## src/hw/rtl/tdt_pkg.sv

```systemverilog
`default_nettype none

package tdt_pkg;

   // Field widths
   localparam int TIME_W = 32;
   localparam int SLOT_W = 4;
   localparam int CMD_W  = 2;
   localparam int MODE_W = 2;

   // Slot count default and result limit per tick
   localparam int DEF_NUM_SLOTS = 16;
   localparam int MAX_RESULTS   = 16;

   // Command codes
   localparam logic [CMD_W-1:0] CMD_TICK     = 2'd0;
   localparam logic [CMD_W-1:0] CMD_LOAD     = 2'd1;
   localparam logic [CMD_W-1:0] CMD_SET_NEXT = 2'd2;

   // Set-next modes
   localparam logic [MODE_W-1:0] MODE_NOW    = 2'd0;
   localparam logic [MODE_W-1:0] MODE_NEVER  = 2'd1;
   localparam logic [MODE_W-1:0] MODE_OFFSET = 2'd2;

   // Special values
   localparam logic [TIME_W-1:0] NEVER_TIME = 32'hFFFF_FFFF;
   localparam logic [TIME_W-1:0] UNLIMITED  = 32'hFFFF_FFFF;

   // Controller to datapath commands
   typedef struct packed {
      logic load;
      logic set_next;
      logic start;
      logic issue;
      logic step;
      logic kill;
      logic flush;
   } ctl_cmd_type;

   // Datapath to controller status
   typedef struct packed {
      logic last_addr;
      logic eval_valid;
      logic eval_fire;
      logic pend_valid;
      logic out_free;
      logic limit_next;
   } dp_sts_type;

endpackage

`default_nettype wire

```

## src/hw/rtl/tdt_if.sv

```systemverilog
`default_nettype none

interface tdt_req_if;
   import tdt_pkg::*;

   logic                     valid;
   logic                     ready;
   logic [CMD_W-1:0]         command;
   logic [TIME_W-1:0]        now;
   logic [SLOT_W-1:0]        slot;
   logic                     task_active;
   logic [MODE_W-1:0]        next_mode;
   logic [TIME_W-1:0]        next_value;
   logic [TIME_W-1:0]        period;
   logic signed [TIME_W-1:0] iterations;

   modport source (output valid, command, now, slot, task_active, next_mode, next_value,
                   period, iterations, input ready);
   modport sink (input valid, command, now, slot, task_active, next_mode, next_value,
                 period, iterations, output ready);
endinterface

interface tdt_rsp_if;
   import tdt_pkg::*;

   logic              valid;
   logic              ready;
   logic              fired;
   logic [SLOT_W-1:0] task_slot;
   logic              last;

   modport source (output valid, fired, task_slot, last, input ready);
   modport sink (input valid, fired, task_slot, last, output ready);
endinterface

`default_nettype wire

```

## src/hw/rtl/periodic_task_dispatch_timer.sv

```systemverilog
// Load and set-next are written at their transfer, and the block stays ready to take the next item.
// A tick scans one slot per cycle through the slot RAMs (read, then evaluate and write back)
// unless a dispatch waits on a stalled output; it ends early once MAX_RESULTS slots have
// fired. The next item can be taken in the same cycle that the last result is presented,
// even while that result still waits.
// Reset is synchronous: slot flags and per-entry valid bits clear at once, so every slot
// reads as inactive, never due, period zero and unlimited count; there is no clearing pass.
`default_nettype none

module periodic_task_dispatch_timer
   import tdt_pkg::*;
#(
   parameter int NUM_SLOTS = DEF_NUM_SLOTS
) (
   input wire logic  clock,
   input wire logic  reset,
   tdt_req_if.sink   req_chan,
   tdt_rsp_if.source rsp_chan
);

   ctl_cmd_type cmd;
   dp_sts_type  sts;

   tdt_ctrl u_ctrl (
      .clock       (clock),
      .reset       (reset),
      .req_valid   (req_chan.valid),
      .req_command (req_chan.command),
      .req_ready   (req_chan.ready),
      .sts         (sts),
      .cmd         (cmd)
   );

   tdt_dpath #(.NUM_SLOTS(NUM_SLOTS)) u_dpath (
      .clock           (clock),
      .reset           (reset),
      .cmd             (cmd),
      .sts             (sts),
      .req_now         (req_chan.now),
      .req_slot        (req_chan.slot),
      .req_task_active (req_chan.task_active),
      .req_next_mode   (req_chan.next_mode),
      .req_next_value  (req_chan.next_value),
      .req_period      (req_chan.period),
      .req_iterations  (req_chan.iterations),
      .rsp_ready       (rsp_chan.ready),
      .rsp_valid       (rsp_chan.valid),
      .rsp_fired       (rsp_chan.fired),
      .rsp_task_slot   (rsp_chan.task_slot),
      .rsp_last        (rsp_chan.last)
   );

endmodule

`default_nettype wire

```

## src/hw/rtl/tdt_ram.sv

```systemverilog
`default_nettype none

module tdt_ram
   import tdt_pkg::*;
#(
   parameter int WIDTH = TIME_W,
   parameter int DEPTH = DEF_NUM_SLOTS
) (
   input  wire logic                                   clock,
   input  wire logic                                   we,
   input  wire logic [((DEPTH > 1) ? $clog2(DEPTH) : 1)-1:0] waddr,
   input  wire logic [WIDTH-1:0]                       wdata,
   input  wire logic                                   re,
   input  wire logic [((DEPTH > 1) ? $clog2(DEPTH) : 1)-1:0] raddr,
   output logic      [WIDTH-1:0]                       rdata
);

   logic [WIDTH-1:0] mem_ff [DEPTH];
   logic [WIDTH-1:0] rdata_ff;

   // Write port
   always_ff @(posedge clock) begin
      if (we) begin
         mem_ff[waddr] <= wdata;
      end
   end

   // Registered read, held while not enabled
   always_ff @(posedge clock) begin
      if (re) begin
         rdata_ff <= mem_ff[raddr];
      end
   end

   assign rdata = rdata_ff;

endmodule

`default_nettype wire

```

## src/hw/rtl/tdt_ctrl.sv

```systemverilog
`default_nettype none

module tdt_ctrl
   import tdt_pkg::*;
(
   input  wire logic             clock,
   input  wire logic             reset,
   input  wire logic             req_valid,
   input  wire logic [CMD_W-1:0] req_command,
   output logic                  req_ready,
   input  wire dp_sts_type       sts,
   output ctl_cmd_type           cmd
);

   localparam logic [1:0] ST_IDLE  = 2'd0;
   localparam logic [1:0] ST_SCAN  = 2'd1;
   localparam logic [1:0] ST_FLUSH = 2'd2;

   logic [1:0] state_ff, state_in;
   logic       more_ff, more_in;
   logic       stall;
   logic       limit;

   // Sequence commands, scan and final result
   always_comb begin
      cmd       = '0;
      state_in  = state_ff;
      more_in   = more_ff;
      req_ready = 1'b0;
      stall     = sts.eval_valid && sts.eval_fire && sts.pend_valid && !sts.out_free;
      limit     = 1'b0;
      case (state_ff)
         ST_IDLE: begin
            req_ready = 1'b1;
            if (req_valid) begin
               case (req_command)
                  CMD_LOAD:     cmd.load = 1'b1;
                  CMD_SET_NEXT: cmd.set_next = 1'b1;
                  CMD_TICK: begin
                     cmd.start = 1'b1;
                     more_in   = 1'b1;
                     state_in  = ST_SCAN;
                  end
                  default: ;
               endcase
            end
         end
         ST_SCAN: begin
            cmd.step  = sts.eval_valid && !stall;
            limit     = cmd.step && sts.limit_next;
            cmd.issue = !stall && more_ff && !limit;
            if (cmd.issue && sts.last_addr) begin
               more_in = 1'b0;
            end
            if (limit) begin
               cmd.kill = 1'b1;
               more_in  = 1'b0;
               state_in = ST_FLUSH;
            end else if (!more_ff && (!sts.eval_valid || cmd.step)) begin
               state_in = ST_FLUSH;
            end
         end
         ST_FLUSH: begin
            if (sts.out_free) begin
               cmd.flush = 1'b1;
               state_in  = ST_IDLE;
            end
         end
         default: state_in = ST_IDLE;
      endcase
   end

   always_ff @(posedge clock) begin
      if (reset) begin
         state_ff <= ST_IDLE;
         more_ff  <= 1'b0;
      end else begin
         state_ff <= state_in;
         more_ff  <= more_in;
      end
   end

endmodule

`default_nettype wire

```

## src/hw/rtl/tdt_dpath.sv

```systemverilog
`default_nettype none

module tdt_dpath
   import tdt_pkg::*;
#(
   parameter int NUM_SLOTS = DEF_NUM_SLOTS
) (
   input  wire logic                     clock,
   input  wire logic                     reset,
   input  wire ctl_cmd_type              cmd,
   output dp_sts_type                    sts,
   input  wire logic [TIME_W-1:0]        req_now,
   input  wire logic [SLOT_W-1:0]        req_slot,
   input  wire logic                     req_task_active,
   input  wire logic [MODE_W-1:0]        req_next_mode,
   input  wire logic [TIME_W-1:0]        req_next_value,
   input  wire logic [TIME_W-1:0]        req_period,
   input  wire logic signed [TIME_W-1:0] req_iterations,
   input  wire logic                     rsp_ready,
   output logic                          rsp_valid,
   output logic                          rsp_fired,
   output logic [SLOT_W-1:0]             rsp_task_slot,
   output logic                          rsp_last
);

   localparam int IDX_W = (NUM_SLOTS > 1) ? $clog2(NUM_SLOTS) : 1;
   localparam int CNT_W = $clog2(MAX_RESULTS + 1);

   logic [TIME_W-1:0]    now_ff, now_in;
   logic [IDX_W-1:0]     rd_addr_ff, rd_addr_in;
   logic [IDX_W-1:0]     eval_idx_ff, eval_idx_in;
   logic                 eval_valid_ff, eval_valid_in;
   logic [NUM_SLOTS-1:0] active_ff, active_in;
   logic [NUM_SLOTS-1:0] nd_vld_ff, nd_vld_in;
   logic [NUM_SLOTS-1:0] per_vld_ff, per_vld_in;
   logic [NUM_SLOTS-1:0] rem_vld_ff, rem_vld_in;
   logic                 pend_valid_ff, pend_valid_in;
   logic [IDX_W-1:0]     pend_slot_ff, pend_slot_in;
   logic [CNT_W-1:0]     cnt_ff, cnt_in;
   logic                 rsp_valid_ff, rsp_valid_in;
   logic                 rsp_fired_ff, rsp_fired_in;
   logic [SLOT_W-1:0]    rsp_slot_ff, rsp_slot_in;
   logic                 rsp_last_ff, rsp_last_in;

   logic                 slot_ok;
   logic [IDX_W-1:0]     slot_idx;
   logic                 load_ok;
   logic                 setnext_ok;
   logic [TIME_W-1:0]    setnext_val;

   logic [TIME_W-1:0]    nd_rdata, per_rdata, rem_rdata;
   logic [TIME_W-1:0]    cur_nd, cur_per, cur_rem;
   logic                 cur_act;
   logic                 armed, exhausted, fire;
   logic [TIME_W-1:0]    diff;
   logic [TIME_W-1:0]    new_nd, new_rem;
   logic                 scan_we;
   logic                 push_pend;

   logic                 nd_we, per_we, rem_we;
   logic [IDX_W-1:0]     wr_addr;
   logic [TIME_W-1:0]    nd_wdata, rem_wdata;

   // Decode load and set-next
   always_comb begin
      slot_ok     = 32'(req_slot) < 32'(NUM_SLOTS);
      slot_idx    = IDX_W'(req_slot);
      load_ok     = cmd.load && slot_ok;
      setnext_ok  = 1'b0;
      setnext_val = NEVER_TIME;
      case (req_next_mode)
         MODE_NOW: begin
            setnext_ok  = cmd.set_next && slot_ok;
            setnext_val = req_now;
         end
         MODE_NEVER: begin
            setnext_ok  = cmd.set_next && slot_ok;
            setnext_val = NEVER_TIME;
         end
         MODE_OFFSET: begin
            setnext_ok  = cmd.set_next && slot_ok;
            setnext_val = (req_next_value == NEVER_TIME) ? NEVER_TIME
                                                         : req_now + req_next_value;
         end
         default: ;
      endcase
   end

   // Evaluate the slot whose entries the RAMs present
   always_comb begin
      cur_nd    = nd_vld_ff[eval_idx_ff] ? nd_rdata : NEVER_TIME;
      cur_per   = per_vld_ff[eval_idx_ff] ? per_rdata : '0;
      cur_rem   = rem_vld_ff[eval_idx_ff] ? rem_rdata : UNLIMITED;
      cur_act   = active_ff[eval_idx_ff];
      armed     = cur_act && (cur_nd != NEVER_TIME);
      exhausted = armed && (cur_rem == '0);
      diff      = cur_nd - now_ff;
      fire      = armed && !exhausted && ((diff == '0) || diff[TIME_W-1]);
      if (exhausted) begin
         new_nd  = NEVER_TIME;
         new_rem = UNLIMITED;
      end else begin
         new_nd  = (cur_per == '0) ? NEVER_TIME : cur_nd + cur_per;
         new_rem = (!cur_rem[TIME_W-1] && (cur_rem != '0)) ? cur_rem - 1'b1 : cur_rem;
      end
      scan_we   = cmd.step && (exhausted || fire);
      push_pend = cmd.step && fire && pend_valid_ff;
   end

   // Select RAM writes
   always_comb begin
      nd_we     = load_ok || setnext_ok || scan_we;
      per_we    = load_ok;
      rem_we    = load_ok || scan_we;
      wr_addr   = scan_we ? eval_idx_ff : slot_idx;
      nd_wdata  = cmd.load ? req_next_value : (cmd.set_next ? setnext_val : new_nd);
      rem_wdata = cmd.load ? TIME_W'(req_iterations) : new_rem;
   end

   tdt_ram #(.WIDTH(TIME_W), .DEPTH(NUM_SLOTS)) u_nd_ram (
      .clock (clock),
      .we    (nd_we),
      .waddr (wr_addr),
      .wdata (nd_wdata),
      .re    (cmd.issue),
      .raddr (rd_addr_ff),
      .rdata (nd_rdata)
   );

   tdt_ram #(.WIDTH(TIME_W), .DEPTH(NUM_SLOTS)) u_per_ram (
      .clock (clock),
      .we    (per_we),
      .waddr (wr_addr),
      .wdata (req_period),
      .re    (cmd.issue),
      .raddr (rd_addr_ff),
      .rdata (per_rdata)
   );

   tdt_ram #(.WIDTH(TIME_W), .DEPTH(NUM_SLOTS)) u_rem_ram (
      .clock (clock),
      .we    (rem_we),
      .waddr (wr_addr),
      .wdata (rem_wdata),
      .re    (cmd.issue),
      .raddr (rd_addr_ff),
      .rdata (rem_rdata)
   );

   // Mark written entries and load active flags
   always_comb begin
      nd_vld_in  = nd_vld_ff;
      per_vld_in = per_vld_ff;
      rem_vld_in = rem_vld_ff;
      active_in  = active_ff;
      if (nd_we) begin
         nd_vld_in[wr_addr] = 1'b1;
      end
      if (per_we) begin
         per_vld_in[wr_addr] = 1'b1;
      end
      if (rem_we) begin
         rem_vld_in[wr_addr] = 1'b1;
      end
      if (load_ok) begin
         active_in[slot_idx] = req_task_active;
      end
   end

   // Advance the scan pipeline
   always_comb begin
      now_in        = cmd.start ? req_now : now_ff;
      rd_addr_in    = rd_addr_ff;
      eval_idx_in   = eval_idx_ff;
      eval_valid_in = eval_valid_ff;
      if (cmd.start) begin
         rd_addr_in    = IDX_W'(NUM_SLOTS - 1);
         eval_valid_in = 1'b0;
      end else if (cmd.kill) begin
         eval_valid_in = 1'b0;
      end else if (cmd.issue) begin
         rd_addr_in    = rd_addr_ff - 1'b1;
         eval_idx_in   = rd_addr_ff;
         eval_valid_in = 1'b1;
      end else if (cmd.step) begin
         eval_valid_in = 1'b0;
      end
   end

   // Hold the latest dispatch until the next one or the end of the tick
   always_comb begin
      pend_valid_in = pend_valid_ff;
      pend_slot_in  = pend_slot_ff;
      cnt_in        = cnt_ff;
      if (cmd.start || cmd.flush) begin
         pend_valid_in = 1'b0;
         cnt_in        = '0;
      end else if (cmd.step && fire) begin
         pend_valid_in = 1'b1;
         pend_slot_in  = eval_idx_ff;
         cnt_in        = cnt_ff + 1'b1;
      end
   end

   // Load the output register, drop it once the transfer completes
   always_comb begin
      rsp_valid_in = rsp_valid_ff;
      rsp_fired_in = rsp_fired_ff;
      rsp_slot_in  = rsp_slot_ff;
      rsp_last_in  = rsp_last_ff;
      if (rsp_ready) begin
         rsp_valid_in = 1'b0;
      end
      if (push_pend) begin
         rsp_valid_in = 1'b1;
         rsp_fired_in = 1'b1;
         rsp_slot_in  = SLOT_W'(pend_slot_ff);
         rsp_last_in  = 1'b0;
      end else if (cmd.flush) begin
         rsp_valid_in = 1'b1;
         rsp_fired_in = pend_valid_ff;
         rsp_slot_in  = pend_valid_ff ? SLOT_W'(pend_slot_ff) : '0;
         rsp_last_in  = 1'b1;
      end
   end

   always_ff @(posedge clock) begin
      if (reset) begin
         eval_valid_ff <= 1'b0;
         active_ff     <= '0;
         nd_vld_ff     <= '0;
         per_vld_ff    <= '0;
         rem_vld_ff    <= '0;
         pend_valid_ff <= 1'b0;
         cnt_ff        <= '0;
         rsp_valid_ff  <= 1'b0;
      end else begin
         eval_valid_ff <= eval_valid_in;
         active_ff     <= active_in;
         nd_vld_ff     <= nd_vld_in;
         per_vld_ff    <= per_vld_in;
         rem_vld_ff    <= rem_vld_in;
         pend_valid_ff <= pend_valid_in;
         cnt_ff        <= cnt_in;
         rsp_valid_ff  <= rsp_valid_in;
      end
   end

   always_ff @(posedge clock) begin
      now_ff       <= now_in;
      rd_addr_ff   <= rd_addr_in;
      eval_idx_ff  <= eval_idx_in;
      pend_slot_ff <= pend_slot_in;
      rsp_fired_ff <= rsp_fired_in;
      rsp_slot_ff  <= rsp_slot_in;
      rsp_last_ff  <= rsp_last_in;
   end

   // Status to the controller
   always_comb begin
      sts.last_addr  = (rd_addr_ff == '0);
      sts.eval_valid = eval_valid_ff;
      sts.eval_fire  = fire;
      sts.pend_valid = pend_valid_ff;
      sts.out_free   = !rsp_valid_ff || rsp_ready;
      sts.limit_next = fire && (cnt_ff == CNT_W'(MAX_RESULTS - 1));
   end

   assign rsp_valid     = rsp_valid_ff;
   assign rsp_fired     = rsp_fired_ff;
   assign rsp_task_slot = rsp_slot_ff;
   assign rsp_last      = rsp_last_ff;

endmodule

`default_nettype wire

```

## src/flat_wrapper.sv

```systemverilog
// flat-port wrapper written by rule: the top's interface ports become plain ports
module periodic_task_dispatch_timer_flat import tdt_pkg::*;
#(
   parameter int NUM_SLOTS = DEF_NUM_SLOTS
)
  (clock, reset, req_chan_valid, req_chan_command, req_chan_now, req_chan_slot, req_chan_task_active, req_chan_next_mode, req_chan_next_value, req_chan_period, req_chan_iterations, req_chan_ready, rsp_chan_valid, rsp_chan_fired, rsp_chan_task_slot, rsp_chan_last, rsp_chan_ready);
  tdt_req_if req_chan_i ();
  tdt_rsp_if rsp_chan_i ();
  input wire logic clock;
  input wire logic reset;
  input wire logic [$bits(req_chan_i.valid)-1:0] req_chan_valid;
  input wire logic [$bits(req_chan_i.command)-1:0] req_chan_command;
  input wire logic [$bits(req_chan_i.now)-1:0] req_chan_now;
  input wire logic [$bits(req_chan_i.slot)-1:0] req_chan_slot;
  input wire logic [$bits(req_chan_i.task_active)-1:0] req_chan_task_active;
  input wire logic [$bits(req_chan_i.next_mode)-1:0] req_chan_next_mode;
  input wire logic [$bits(req_chan_i.next_value)-1:0] req_chan_next_value;
  input wire logic [$bits(req_chan_i.period)-1:0] req_chan_period;
  input wire logic [$bits(req_chan_i.iterations)-1:0] req_chan_iterations;
  output wire logic [$bits(req_chan_i.ready)-1:0] req_chan_ready;
  output wire logic [$bits(rsp_chan_i.valid)-1:0] rsp_chan_valid;
  output wire logic [$bits(rsp_chan_i.fired)-1:0] rsp_chan_fired;
  output wire logic [$bits(rsp_chan_i.task_slot)-1:0] rsp_chan_task_slot;
  output wire logic [$bits(rsp_chan_i.last)-1:0] rsp_chan_last;
  input wire logic [$bits(rsp_chan_i.ready)-1:0] rsp_chan_ready;
  assign req_chan_i.valid = req_chan_valid;
  assign req_chan_i.command = req_chan_command;
  assign req_chan_i.now = req_chan_now;
  assign req_chan_i.slot = req_chan_slot;
  assign req_chan_i.task_active = req_chan_task_active;
  assign req_chan_i.next_mode = req_chan_next_mode;
  assign req_chan_i.next_value = req_chan_next_value;
  assign req_chan_i.period = req_chan_period;
  assign req_chan_i.iterations = req_chan_iterations;
  assign req_chan_ready = req_chan_i.ready;
  assign rsp_chan_valid = rsp_chan_i.valid;
  assign rsp_chan_fired = rsp_chan_i.fired;
  assign rsp_chan_task_slot = rsp_chan_i.task_slot;
  assign rsp_chan_last = rsp_chan_i.last;
  assign rsp_chan_i.ready = rsp_chan_ready;
  periodic_task_dispatch_timer #(.NUM_SLOTS(NUM_SLOTS)) u_core (.clock(clock), .reset(reset), .req_chan(req_chan_i), .rsp_chan(rsp_chan_i));
endmodule
```

## config.mk

```make
export PLATFORM = sky130hd
export DESIGN_NAME = periodic_task_dispatch_timer_flat
export DESIGN_NICKNAME = d
export VERILOG_FILES = /design/src/hw/rtl/tdt_pkg.sv /design/src/hw/rtl/tdt_if.sv /design/src/hw/rtl/periodic_task_dispatch_timer.sv /design/src/hw/rtl/tdt_ram.sv /design/src/hw/rtl/tdt_ctrl.sv /design/src/hw/rtl/tdt_dpath.sv /design/src/flat_wrapper.sv
export SDC_FILE = /design/constraint.sdc
export NUM_CORES = 2
export LEC_CHECK = 0
export BUFFER_PORTS_ARGS = -buffer_cell sky130_fd_sc_hd__buf_4
export CELL_PAD_IN_SITES_DETAIL_PLACEMENT = 1
export CELL_PAD_IN_SITES_GLOBAL_PLACEMENT = 1
export CORE_ASPECT_RATIO = 1.1
export CORE_MARGIN = 5
export CORE_UTILIZATION = 49
export DETAILED_ROUTE_END_ITERATION = 10
export PLACE_DENSITY = 0.83
export REMOVE_ABC_BUFFERS = 1
export SLEW_MARGIN = 20
export SYNTH_ARGS = -nofsm -noshare
export SYNTH_HDL_FRONTEND = slang
export SYNTH_SLANG_ARGS = --single-unit
```

## constraint.sdc

```tcl
create_clock -name clock -period 9.2 [get_ports clock]
set_input_delay 0 -clock clock [delete_from_list [all_inputs] [get_ports clock]]
set_output_delay 0 -clock clock [all_outputs]
set_load 0.02 [all_outputs]
```

==> results.txt <==
- Result of the run: finished clean
- The clock arrives with 0.0488 ns of skew.
* Average wire per standard cell: 35.7 um
- The final-report hold violation count came to 0.
- Number of maximum-capacitance constraint violations: 0
- Number of cell instances on the worst register-to-register path: 18
- Maximum number of pins on one net before global-route repair: 162
- The die is 380 um wide.
* CTS Root Buffer Type: clkbuf_16
- Chip height: 417 um
- Worst hold path cell count: 3
- STA puts the critical path data required time at 9.68 ns.
- The tightest min-delay check is of the in -> reg type.
- Final cycle utilization of the critical path: 90.1%
- In this design, the largest share of critical-path delay is due to compound AO/OA/AOI/OAI gates.
- Among all cell types in the netlist, the one instantiated most often is edfxtp_1.
- After layout, the minimum clock period comes to 8.29 ns.
- The first global-routing pass estimated 336 mm of wire.
* Slew at the pin closest to its max-slew limit: 1.19 ns
* Core area: 150000 um^2
* Synthesized instance count: 3997
* Total global routing overflow: 0
* Max frequency: 121 MHz
- Power density relative to cell area: 199 nW/um^2
- Cell area after synthesis: 73700 um^2
* Area overhead of the layout relative to synthesis: 15.7%
* Placer's final routability congestion estimate: 0.905
* Number of global-route vias before repair: 45700
- The largest total area in the synthesized netlist belongs to edfxtp_1.
- Combinational cells account for 5.7% of the total power.
* Final number of setup-violating endpoints: 0
- In this run, synthesis inferred 1676 flip-flops with an integrated enable.
- Portion of total power attributed to the clock network: 42.4%
- Maximum fanout along the worst path: 33
- Number of gates resized after cts: 0
* Switching portion of total power: 22.9%
- Share of flip-flops with an asynchronous set or reset: 0%
* Ranking of synthesized cells by area: edfxtp_1, mux4_2, dfxtp_1
- The largest single stage delay on the critical path is 1.01 ns.
- Sequential power share: 51.8%
* TritonCTS Buffers: 169
- The worst hold path begins at req_chan_iterations[25].
- Top-area cell type share of the netlist area: 68.3%
- The critical path crosses 18 cells after its start point.
* Pwr Total: 17000 uW
* Clock H-tree levels: 4
* Initial Utilization: 49.2%
- The first routing iteration left 5745 violations.
* WHS Endpoint: u_core.u_dpath.u_rem_ram.mem_ff[14][25]
* Crit path buffers/inverters: 2
- For this run, the number of Yosys warnings is 0.
- Startpoint-to-endpoint class of the critical path: reg -> reg
- VDD sags by at most 175 uV.
- Post-DRT Antenna Nets: 0
- For this run, the leading register cell type out of synthesis is edfxtp_1.
- Dpl hpwl: 129 mm
- Die Outline Area: 158000 um^2
- Data on the critical path arrives at its endpoint at 8.77 ns.
- Clock latency reported for the late side of the worst-skew pair: 0.85 ns
- The signal on the critical path passes through mux4_2 > mux4_2 > nor2b_1 > ha_1 > inv_1 > fa_1 > a211oi_1 > o21ai_0 > nand3_1 > a21oi_1 > o31ai_1 > mux2i_1 > a2111oi_4 > nand3_4 > a31oi_4 > nand3_1 > a21oi_4 > buf_4.
* Worst-case headroom to the max-slew limit: 20.6%
* Most frequent cells after synthesis: edfxtp_1, mux4_2, nor2_1, a21oi_1, clkbuf_1
- Global routing usage summed across all routing layers: 29.1%
- Hold is met by 0.0220 ns.
* Total count of max-transition violations in the final report: 0
* Setup slack of the most critical reg-to-reg path: 0.91 ns
- For this run, the register share of the synthesized area comes to 70.5%.
* Fin nets: 4626
- The endpoint identified for the worst register-to-register timing path is u_core.u_dpath.u_per_ram.mem_ff[3][23].
* IO buf count: 148
- The startpoint identified for the worst register-to-register timing path is u_core.u_dpath.eval_idx_ff[2].
- Dividing the synthesized area by the synthesized cell count gives 18.4 um^2.
- Drt drc: 0
- Row generation in the floorplan step produced 149 rows.
* RSZ-0062 raised after global routing: no
- The pre-antenna-repair detailed-routing pass consisted of 6 iterations.
- Top-level I/O count: 149
* Post-CTS clock slew at the launch and capture registers of the worst setup and hold paths: 0.07 ns
* Bufs on Longest Clock Path: 3
- CTS saw 1757 sinks.
- Routed via count: 43700
- CP endpoint kind: flip-flop
* Final Routed Wirelength: 232 mm
- For this design the total switching power over the nets is 3890 uW.
- Number of vias per cell: 6.72
- Distinct cell type count of the synthesized netlist: 96
- Worst Setup Start Kind: flip-flop
- Static Leakage: 0.0279 uW
* Proportion of layout cells with a drive suffix above 1: 24.5%
* Flip-flop and latch count after synthesis: 1757
- Slowest-stage cell, CP: edfxtp_1
- TritonCTS built the clock tree.
* Antenna violations before repair: 8
- Internal: 13100 uW
cell type report:
class	instances	area, um^2
Inverter	82	308
Clock inverter	112	1230
Antenna cell	5	12.5
Sequential cell	1757	52000
Clock buffer	206	4400
Timing Repair Buffer	410	3610
Fill cell	13100	64400
Multi-Input combinational cell	1963	21300
Tap cell	1963	2460
through the flow:
stage	setup slack, ns	std cells	util (%)	instance area, um^2	setup TNS [ns]
final	0.912	6498	57.0	85300	0
after floorplan	-8.61	3802	-	72900	-802.30
after global placement	1.57	5995	51.9	77700	0
after CTS	1.11	6491	56.9	85100	0
after detailed placement	1.33	5996	51.9	77700	0
after global routing	0.728	6495	57.0	85300	0
layout by cell type (no fill, tap or decap), types with 80 or more instances in the layout:
master / instances
nand2_1: 136
inv_1: 80
o21ai_0: 87
edfxtp_1: 1676
a21oi_1: 124
dlygate4sd3_1: 177
clkbuf_16: 169
nor2_1: 206
ha_1: 99
buf_4: 226
mux4_2: 500
worst max-delay path by stage:
stage / from / end / slack [ns]
floorplan: u_core.u_dpath.rd_addr_ff[0] / u_core.u_dpath.eval_idx_ff[0] / -8.61
global placement: u_core.u_dpath.eval_idx_ff[2] / u_core.u_dpath.u_per_ram.mem_ff[3][19] / 1.57
detailed placement: u_core.u_dpath.eval_idx_ff[2] / u_core.u_dpath.u_per_ram.mem_ff[3][19] / 1.33
CTS: u_core.u_dpath.eval_idx_ff[2] / u_core.u_dpath.u_per_ram.mem_ff[3][8] / 1.11
global route: u_core.u_dpath.eval_idx_ff[2] / u_core.u_dpath.u_per_ram.mem_ff[3][8] / 0.73
finish: u_core.u_dpath.eval_idx_ff[2] / u_core.u_dpath.u_per_ram.mem_ff[3][23] / 0.91
worst reg2reg max path, cell delays in order (launching register included):
cell and delay (ns):
edfxtp_1 1.01, mux4_2 0.39, mux4_2 0.83, nor2b_1 0.33, ha_1 0.20, inv_1 0.06, fa_1 0.43, a211oi_1 0.50
o21ai_0 0.31, nand3_1 0.21, a21oi_1 0.15, o31ai_1 0.34, mux2i_1 0.17, a2111oi_4 0.41, nand3_4 0.29, a31oi_4 0.72
nand3_1 0.39, a21oi_4 0.73, buf_4 0.48
timing repair:
action                                  in CTS  in global routing
endpoints found under the setup margin       0                  0
hold buffers                               177                  0
hold endpoints to repair                  1588                  0
buffers inserted                             0                  0
power by group through the flow:
| stage | logic [uW] | registers, uW | clock network (uW) |
|---|---|---|---|
| after floorplan | 659 | 9040 | 0 |
| after global placement | 839 | 8980 | 0 |
| after detailed placement | 871 | 8980 | 0 |
| after CTS | 955 | 8810 | 7220 |
| after global routing | 1020 | 8810 | 7700 |
| final | 973 | 8810 | 7210 |
metal layers:
metal | track usage, % | wire (um)
met1 | 36.8 | 81400
met2 | 49.3 | 117000
met3 | 5.88 | 22100
met4 | 12.9 | 11900
met5 | 0 | 29
cells by family after synthesis:
logic type	after synthesis	synth area share (%)
fa+ha+maj	102	1.76
simple gates	717	4.89
compound gates	529	4.70
flops	1757	70.5
mux	521	15.6
buf+inv	277	1.49
xor+xnor	94	1.13
sequential cells by signal (all words and copies together) (netlist names), 2 cells and up:
name and cells:
u_core.u_dpath.active_ff 16, u_core.u_dpath.per_vld_ff 16, u_core.u_dpath.u_per_ram.rdata 32, u_core.u_dpath.u_per_ram.mem_ff 512, u_core.u_dpath.rsp_task_slot 4, u_core.u_dpath.u_rem_ram.rdata 32
u_core.u_dpath.eval_idx_ff 4, u_core.u_dpath.cnt_ff 5, u_core.u_dpath.rem_vld_ff 16, u_core.u_dpath.nd_vld_ff 16, u_core.u_dpath.rd_addr_ff 4, u_core.u_dpath.pend_slot_ff 4
u_core.u_dpath.u_nd_ram.mem_ff 512, u_core.u_ctrl.state_ff 2, u_core.u_dpath.u_nd_ram.rdata 32, u_core.u_dpath.u_rem_ram.mem_ff 512, u_core.u_dpath.now_ff 32
No activity file was read; power rests on OpenSTA's default activity.
